### src/hssq_pkg.sv
// ----------------------------------------------------------------------------
// hssq_pkg
// Shared types, codes and helpers for the half-step stepper sequencer.
// ----------------------------------------------------------------------------
`default_nettype none

package hssq_pkg;

    // Width of the delay counter and its reload value
    localparam int DELAY_WIDTH = 16;
    localparam int IN_DELAY_W  = 16;
    localparam int DELAY_CMP_W = (DELAY_WIDTH > IN_DELAY_W) ? DELAY_WIDTH : IN_DELAY_W;
    localparam int STEPS_W     = 19;
    localparam int PROD_W      = 23;

    localparam logic [PROD_W-1:0] STEP_SCALE = PROD_W'(91);

    // Item kinds
    localparam logic [1:0] KIND_TICK  = 2'd0;
    localparam logic [1:0] KIND_START = 2'd1;
    localparam logic [1:0] KIND_STOP  = 2'd2;

    typedef struct packed {
        logic [1:0]            kind;
        logic [15:0]           angle;
        logic                  direction;
        logic [IN_DELAY_W-1:0] step_ticks;
    } hssq_item_t;

    typedef struct packed {
        logic [3:0] coils;
        logic       busy_res;
        logic       done_res;
    } hssq_result_t;

    // Half-step coil pattern, bit0 = IN1 .. bit3 = IN4
    function automatic logic [3:0] drive_for(input logic [2:0] phase, input logic rev);
        logic [2:0] p;
        logic [3:0] c;
        p = rev ? (3'd7 - phase) : phase;
        unique case (p)
            3'd0: c = 4'h1;
            3'd1: c = 4'h5;
            3'd2: c = 4'h4;
            3'd3: c = 4'h6;
            3'd4: c = 4'h2;
            3'd5: c = 4'hA;
            3'd6: c = 4'h8;
            3'd7: c = 4'h9;
            default: c = 4'h0;
        endcase
        return c;
    endfunction

    // Saturate to the counter width; zero acts as one tick
    function automatic logic [DELAY_WIDTH-1:0] sat_delay(input logic [IN_DELAY_W-1:0] d);
        logic [DELAY_CMP_W-1:0] ext;
        logic [DELAY_CMP_W-1:0] lim;
        ext = DELAY_CMP_W'(d);
        lim = DELAY_CMP_W'({DELAY_WIDTH{1'b1}});
        if (ext > lim)
        begin
            ext = lim;
        end
        if (ext == '0)
        begin
            ext = DELAY_CMP_W'(1);
        end
        return DELAY_WIDTH'(ext);
    endfunction

endpackage

`default_nettype wire

### src/hssq_in_stage.sv
// ----------------------------------------------------------------------------
// hssq_in_stage
// Input register: holds one command beat until the step logic takes it.
// ----------------------------------------------------------------------------
`default_nettype none

module hssq_in_stage (
    input  wire logic               clk,
    input  wire logic               rst_n,
    input  wire logic               cmd_valid,
    output logic                    cmd_stall,
    input  wire hssq_pkg::hssq_item_t cmd,
    input  wire logic               advance,
    output logic                    item_valid,
    output hssq_pkg::hssq_item_t    item
);

    logic                 vld_reg;
    logic                 vld_next;
    hssq_pkg::hssq_item_t item_reg;
    logic                 take;

    assign cmd_stall = vld_reg && !advance;
    assign take      = cmd_valid && !cmd_stall;

    always_comb
    begin
        if (take)
        begin
            vld_next = 1'b1;
        end
        else if (advance)
        begin
            vld_next = 1'b0;
        end
        else
        begin
            vld_next = vld_reg;
        end
    end

    always_ff @(posedge clk or negedge rst_n)
    begin
        if (!rst_n)
        begin
            vld_reg <= 1'b0;
        end
        else
        begin
            vld_reg <= vld_next;
        end
    end

    always_ff @(posedge clk)
    begin
        if (take)
        begin
            item_reg <= cmd;
        end
    end

    assign item_valid = vld_reg;
    assign item       = item_reg;

endmodule

`default_nettype wire

### src/hssq_step_logic.sv
// ----------------------------------------------------------------------------
// hssq_step_logic
// Motion state registers and the per-beat next-state update.
// ----------------------------------------------------------------------------
`default_nettype none

module hssq_step_logic (
    input  wire logic                 clk,
    input  wire logic                 rst_n,
    input  wire logic                 advance,
    input  wire hssq_pkg::hssq_item_t item,
    output hssq_pkg::hssq_result_t    result
);

    logic [3:0]                       coil_reg,    coil_next;
    logic [2:0]                       phase_reg,   phase_next;
    logic [hssq_pkg::STEPS_W-1:0]     steps_reg,   steps_next;
    logic [hssq_pkg::DELAY_WIDTH-1:0] dleft_reg,   dleft_next;
    logic [hssq_pkg::DELAY_WIDTH-1:0] reload_reg,  reload_next;
    logic                             rev_reg,     rev_next;
    logic                             run_reg,     run_next;
    logic                             done;

    logic [hssq_pkg::PROD_W-1:0]      prod;
    logic [hssq_pkg::STEPS_W-1:0]     total;
    logic [hssq_pkg::DELAY_WIDTH-1:0] dly_sat;
    logic [hssq_pkg::DELAY_WIDTH-1:0] dec;
    logic [2:0]                       phase_inc;

    // angle * 91 / 16
    assign prod      = hssq_pkg::PROD_W'(item.angle) * hssq_pkg::STEP_SCALE;
    assign total     = prod[hssq_pkg::PROD_W-1:4];
    assign dly_sat   = hssq_pkg::sat_delay(item.step_ticks);
    assign dec       = (dleft_reg != '0) ? (dleft_reg - 1'b1) : dleft_reg;
    assign phase_inc = phase_reg + 3'd1;

    always_comb
    begin
        coil_next   = coil_reg;
        phase_next  = phase_reg;
        steps_next  = steps_reg;
        dleft_next  = dleft_reg;
        reload_next = reload_reg;
        rev_next    = rev_reg;
        run_next    = run_reg;
        done        = 1'b0;
        unique case (item.kind)
            hssq_pkg::KIND_START:
            begin
                reload_next = dly_sat;
                rev_next    = item.direction;
                phase_next  = 3'd0;
                if (total == '0)
                begin
                    coil_next  = 4'h0;
                    steps_next = '0;
                    dleft_next = '0;
                    run_next   = 1'b0;
                    done       = 1'b1;
                end
                else
                begin
                    coil_next  = hssq_pkg::drive_for(3'd0, item.direction);
                    steps_next = total - 1'b1;
                    dleft_next = dly_sat;
                    run_next   = 1'b1;
                end
            end
            hssq_pkg::KIND_STOP:
            begin
                coil_next  = 4'h0;
                done       = run_reg;
                run_next   = 1'b0;
                steps_next = '0;
                dleft_next = '0;
            end
            hssq_pkg::KIND_TICK:
            begin
                if (run_reg)
                begin
                    dleft_next = dec;
                    if (dec == '0)
                    begin
                        if (steps_reg == '0)
                        begin
                            coil_next = 4'h0;
                            run_next  = 1'b0;
                            done      = 1'b1;
                        end
                        else
                        begin
                            phase_next = phase_inc;
                            coil_next  = hssq_pkg::drive_for(phase_inc, rev_reg);
                            steps_next = steps_reg - 1'b1;
                            dleft_next = reload_reg;
                        end
                    end
                end
            end
            default:
            begin
                done = 1'b0;   // unused kind: no change
            end
        endcase
    end

    always_ff @(posedge clk or negedge rst_n)
    begin
        if (!rst_n)
        begin
            coil_reg   <= 4'h0;
            phase_reg  <= 3'd0;
            steps_reg  <= '0;
            dleft_reg  <= '0;
            reload_reg <= '0;
            rev_reg    <= 1'b0;
            run_reg    <= 1'b0;
        end
        else if (advance)
        begin
            coil_reg   <= coil_next;
            phase_reg  <= phase_next;
            steps_reg  <= steps_next;
            dleft_reg  <= dleft_next;
            reload_reg <= reload_next;
            rev_reg    <= rev_next;
            run_reg    <= run_next;
        end
    end

    assign result.coils    = coil_next;
    assign result.busy_res = run_next;
    assign result.done_res = done;

endmodule

`default_nettype wire

### src/hssq_out_stage.sv
// ----------------------------------------------------------------------------
// hssq_out_stage
// Result register: holds one result beat until the sink takes it.
// ----------------------------------------------------------------------------
`default_nettype none

module hssq_out_stage (
    input  wire logic                   clk,
    input  wire logic                   rst_n,
    input  wire logic                   advance,
    input  wire hssq_pkg::hssq_result_t result,
    output logic                        res_valid,
    input  wire logic                   res_stall,
    output hssq_pkg::hssq_result_t      res
);

    logic                   vld_reg;
    logic                   vld_next;
    hssq_pkg::hssq_result_t res_reg;

    always_comb
    begin
        if (advance)
        begin
            vld_next = 1'b1;
        end
        else if (!res_stall)
        begin
            vld_next = 1'b0;
        end
        else
        begin
            vld_next = vld_reg;
        end
    end

    always_ff @(posedge clk or negedge rst_n)
    begin
        if (!rst_n)
        begin
            vld_reg <= 1'b0;
        end
        else
        begin
            vld_reg <= vld_next;
        end
    end

    always_ff @(posedge clk)
    begin
        if (advance)
        begin
            res_reg <= result;
        end
    end

    assign res_valid = vld_reg;
    assign res       = res_reg;

endmodule

`default_nettype wire

### src/half_step_stepper_sequencer.sv
// ----------------------------------------------------------------------------
// half_step_stepper_sequencer
// Eight-phase half-step sequencer for a four-coil unipolar stepper.
// ----------------------------------------------------------------------------
// Each command beat (tick, start or stop) yields exactly one result beat
// carrying the coil drive, busy and a one-beat done flag. A start loads
// angle*91/16 steps, drives phase 0 at once and advances one phase every
// step_ticks ticks (0 counts as 1); reverse direction walks the pattern
// backwards. The block takes one beat per cycle while cmd_stall is low: a
// beat lands in the input register, and when it advances the step logic
// updates the motion state and writes the result register. The input
// register keeps accepting while a result waits in the output register;
// only when both are full and the sink stalls does cmd_stall rise.
`default_nettype none

module half_step_stepper_sequencer (
    input  wire logic                   clk,
    input  wire logic                   rst_n,
    input  wire logic                   cmd_valid,
    output logic                        cmd_stall,
    input  wire hssq_pkg::hssq_item_t   cmd,
    output logic                        res_valid,
    input  wire logic                   res_stall,
    output hssq_pkg::hssq_result_t      res
);

    logic                   item_valid;
    hssq_pkg::hssq_item_t   item;
    hssq_pkg::hssq_result_t result;
    logic                   advance;

    // Move the held beat forward when the result register is free or draining
    assign advance = item_valid && (!res_valid || !res_stall);

    hssq_in_stage u_in (
        .clk        (clk),
        .rst_n      (rst_n),
        .cmd_valid  (cmd_valid),
        .cmd_stall  (cmd_stall),
        .cmd        (cmd),
        .advance    (advance),
        .item_valid (item_valid),
        .item       (item)
    );

    hssq_step_logic u_step (
        .clk     (clk),
        .rst_n   (rst_n),
        .advance (advance),
        .item    (item),
        .result  (result)
    );

    hssq_out_stage u_out (
        .clk       (clk),
        .rst_n     (rst_n),
        .advance   (advance),
        .result    (result),
        .res_valid (res_valid),
        .res_stall (res_stall),
        .res       (res)
    );

    // Coils are energized exactly while a motion runs
    assert property (@(posedge clk) disable iff (!rst_n)
        res_valid |-> (res.busy_res == (res.coils != 4'h0)))
        else $error("coil drive disagrees with busy");

    // A beat that ends a motion never reports busy
    assert property (@(posedge clk) disable iff (!rst_n)
        (res_valid && res.done_res) |-> !res.busy_res)
        else $error("done with busy set");

    // Input backpressure only comes from a stalled, full result register
    assert property (@(posedge clk) disable iff (!rst_n)
        cmd_stall |-> (res_valid && res_stall && item_valid))
        else $error("input stalled without output backpressure");

    // A held beat always reaches the result register once it advances
    assert property (@(posedge clk) disable iff (!rst_n)
        advance |=> res_valid)
        else $error("advanced beat lost");

endmodule

`default_nettype wire
### config.mk
export PLATFORM = sky130hd
export DESIGN_NAME = half_step_stepper_sequencer
export DESIGN_NICKNAME = d
export VERILOG_FILES = /design/src/hssq_pkg.sv /design/src/hssq_in_stage.sv /design/src/hssq_step_logic.sv /design/src/hssq_out_stage.sv /design/src/half_step_stepper_sequencer.sv
export SDC_FILE = /design/constraint.sdc
export NUM_CORES = 1
export LEC_CHECK = 0
export BUFFER_PORTS_ARGS = -buffer_cell sky130_fd_sc_hd__buf_2
export CORE_ASPECT_RATIO = 1.5
export CORE_MARGIN = 3
export CORE_UTILIZATION = 60
export DETAILED_ROUTE_END_ITERATION = 10
export GPL_ROUTABILITY_DRIVEN = 0
export PLACE_DENSITY = 0.8
export REMOVE_ABC_BUFFERS = 1
export SETUP_SLACK_MARGIN = 0.3
export SLEW_MARGIN = 30
export SYNTH_ARGS = -nofsm -noshare
export SYNTH_HDL_FRONTEND = slang
export SYNTH_SLANG_ARGS = --single-unit
export TNS_END_PERCENT = 1
### constraint.sdc
create_clock -name clk -period 13.6 [get_ports clk]
set_clock_uncertainty 0.2 [all_clocks]
set_input_delay 2.04 -clock clk [delete_from_list [all_inputs] [get_ports clk]]
set_output_delay 2.04 -clock clk [all_outputs]
set_load 0.1 [all_outputs]
==> summary.txt <==
Logic synthesis
  • Seq cells post-synth: 103
  • Post-synth EDFFs: 41
  • Synth Flop Type: dfrtp_1
  • Cell taking the most area after synthesis: dfrtp_1
  • Synth top area share: 19.1%
  • Mapped Cells: 833
  • Synth area leaders: dfrtp_1, edfxtp_1, fa_1, ha_1, inv_1
  • Post-Syn Area: 8130 um2
  • Syn_area_per_cell: 9.76 um2
  • Synth warnings: 0
  • Seq/Total Area, Yosys: 34.2%
  • Netlist cell types: 83
  • Synth async-reset ratio: 60.2%

STA
  • Fmax: 0.160 GHz
  • Setup TNS Final: 0 ns
  • RSZ-0062 raised after global routing: false
  • Worst slew pin tran: 0.920 ns
  • Final setup violating endpoints: 0
  • Final WS setup: 7.35 ns
  • Pins Over Slew Limit: 0
  • Final worst path period share: 45.9%
  • Max_slew headroom: 38.7%
  • Hold Fails Final Rpt: 0
  • Period minus WS final: 6.25 ns

Critical path
  • CP arrival: 6.34 ns
  • Crit path kind: flop to flop
  • RR Startpoint: u_in.item[18]
  • Slowest cell delay on critical path: 0.63 ns
  • Worst path required time: 13.69 ns
  • Most common cell on crit path: fa_1
  • Slowest CP cell: o311ai_1
  • Startpoint Class: flop
  • Worst-path maximum fanout: 15
  • Worst setup EP type: flop
  • CP cell instances: ha_1 -> inv_1 -> fa_1 -> fa_1 -> inv_1 -> fa_1 -> ha_1 -> a21oi_1 -> o21a_1 -> a211oi_2 -> o21a_1 -> o311ai_1 -> nor4_4 -> a41oi_1 -> buf_4 -> and2_1 -> a221o_1
  • Launch point of the worst path: u_in.item[18]

Drt
  • Post-route ant nets: 0
  • Initial drt markers: 331
  • Vias: 6,662
  • Via density: 6.46
  • DRC Markers: 0
  • WL/cell: 18.6 um
  • DR pass1 iterations: 5
  • Routed WL: 19.2 mm

Worst hold path
  • Hold Path Origin: u_step.reload_reg[0]
  • HP Class: flop to flop

Final layout
  • Number of flip-flops in the largest register: 35
  • P&R area growth vs syn: 7.79%
  • Post-route cell area: 8760 um2
  • ANT cells: 0
  • Ratio of cells with drive above 1 in the final layout: 13.3%
  • Most frequent cells in the layout: inv_1, nand2_1, dfrtp_1
  • Layout Nets: 997
  • Commonest non-fill, non-tap cell in the layout: inv_1

CTS
  • Root buffer cell: clkbuf_16
  • CTS resizes: 0
  • H-tree depth: 3
  • CTS tree: done
  • Setup Buffers After CTS: 0
  • CTS Buf Count: 9
  • CTS Hold Bufs: 0
  • Clk sinks: 103
  • Worst-path clk slew: 0.08 ns
  • Worst-Skew Late Latency: 0.35 ns
  • Maximum clock path buffer count: 2

Pwr
  • Peak VDD IR: 130 uV
  • Leak: 3.72 nW
  • Pwr/cell area: 203 nW/um2

Place
  • Dpl cell area: 8460 um2
  • DP HPWL: 14.6 mm
  • IO buf count: 46
  • Dpl ws: 7.46 ns

Global route
  • GRT Overall Usage: 27.0%
  • Vias in the first global route: 6,998
  • Largest net degree at the start of global routing: 63
  • Congestion Overflow GR: 0
  • Initial antenna violation count: 0
  • First-pass GRT wire length: 32.5 mm

Floorplanning
  • Die area: 15,000 um2
  • Initial cell density of the core: 61.8%
  • Row Count: 51
  • Area of the core: 13,100 um2
  • Io pins: 47
  • Die height: 149 um
  • Die width: 101 um

Run
  • Max-Cap Viols: 0

Run status
  • Outcome: finished clean
==> layout make-up <==
class,count,area (um2)
flip-flops and latches,103,2780
well taps,159,199
clock buffers,9,225
clock inverters,7,72.6
inverters,82,308
multi-input cells,621,4910
repair buffers,50,260
fillers,1021,4390
==> routing by layer <==
metal  global-route usage, %  routed length, um  share of wire, %
met2                    50.7              10700                56
met5                       0                  0                 0
met1                    29.5               6870                36
met4                    12.8                716               3.7
met3                    2.91                836               4.4
==> power by group <==
part / internal (mW) / switching, mW / total [mW]
Clock: 0.130 / 0.130 / 0.261
Combinational: 0.421 / 0.642 / 1.06
Sequential: 0.387 / 0.0685 / 0.456
Total: 0.938 / 0.841 / 1.78
==> worst paths after layout <==
| kind | to | slack (ns) | depth (start not counted) |
|---|---|---|---|
| min in group asynchronous | u_step.dleft_reg[4] | 1.64 | 2 |
| max in group asynchronous | u_step.coil_reg[0] | 11.02 | 2 |
| min reg2reg | u_step.reload_reg[0] | 0.30 | 2 |
| min | u_step.reload_reg[0] | 0.30 | 2 |
| max reg2reg | u_step.dleft_reg[3] | 7.35 | 17 |
| max | u_step.dleft_reg[3] | 7.35 | 17 |
==> logic make-up (layout without fill, tap and decap cells) <==
logic type      after synthesis  count (layout)  share of synthesized area, %
simple gates                253             253                          17.2
compound gates              226             226                          19.6
buf+inv                     109             148                          5.37
flops                       103             103                          34.2
fa+ha+maj                    91              91                          17.4
xor+xnor                     28              28                          3.02
mux                          23              23                          3.09
==> critical path: cells and delay by family (launching register included) <==
kind	cells	cell delay, ns
buffers and inverters	3	0.35
AND/OR/NAND/NOR	2	0.74
flip-flops	1	0.48
adder cells (fa/ha/maj)	5	2.28
AO/OA/AOI/OAI	7	2.13
==> synthesized netlist by cell type (10+ instances only) <==
| cell type | instances |
|---|---|
| nand3_1 | 21 |
| dfrtp_1 | 62 |
| edfxtp_1 | 41 |
| nand2_1 | 65 |
| ha_1 | 54 |
| nor4_1 | 10 |
| fa_1 | 37 |
| o21a_1 | 14 |
| clkbuf_1 | 17 |
| o211ai_1 | 13 |
| xnor2_1 | 20 |
| nand4_1 | 13 |
| nor2_1 | 46 |
| o21ai_0 | 39 |
| inv_1 | 82 |
| mux2_2 | 17 |
| a21o_1 | 11 |
| nor3_1 | 26 |
| a21oi_1 | 52 |
==> metrics by stage <==
stage / cells / power (mW) / hold slack (ns) / utilization [%]
2_1_floorplan: 806 / 1.29 / 0.251 / -
3_3_place_gp: 1015 / 1.46 / 0.267 / 64.3
3_5_place_dp: 1015 / 1.50 / 0.281 / 64.3
4_1_cts: 1031 / 1.77 / 0.299 / 66.6
5_1_grt: 1031 / 1.93 / 0.332 / 66.6
6_report: 1031 / 1.78 / 0.296 / 66.6
Power figures use the tool's default switching activity.
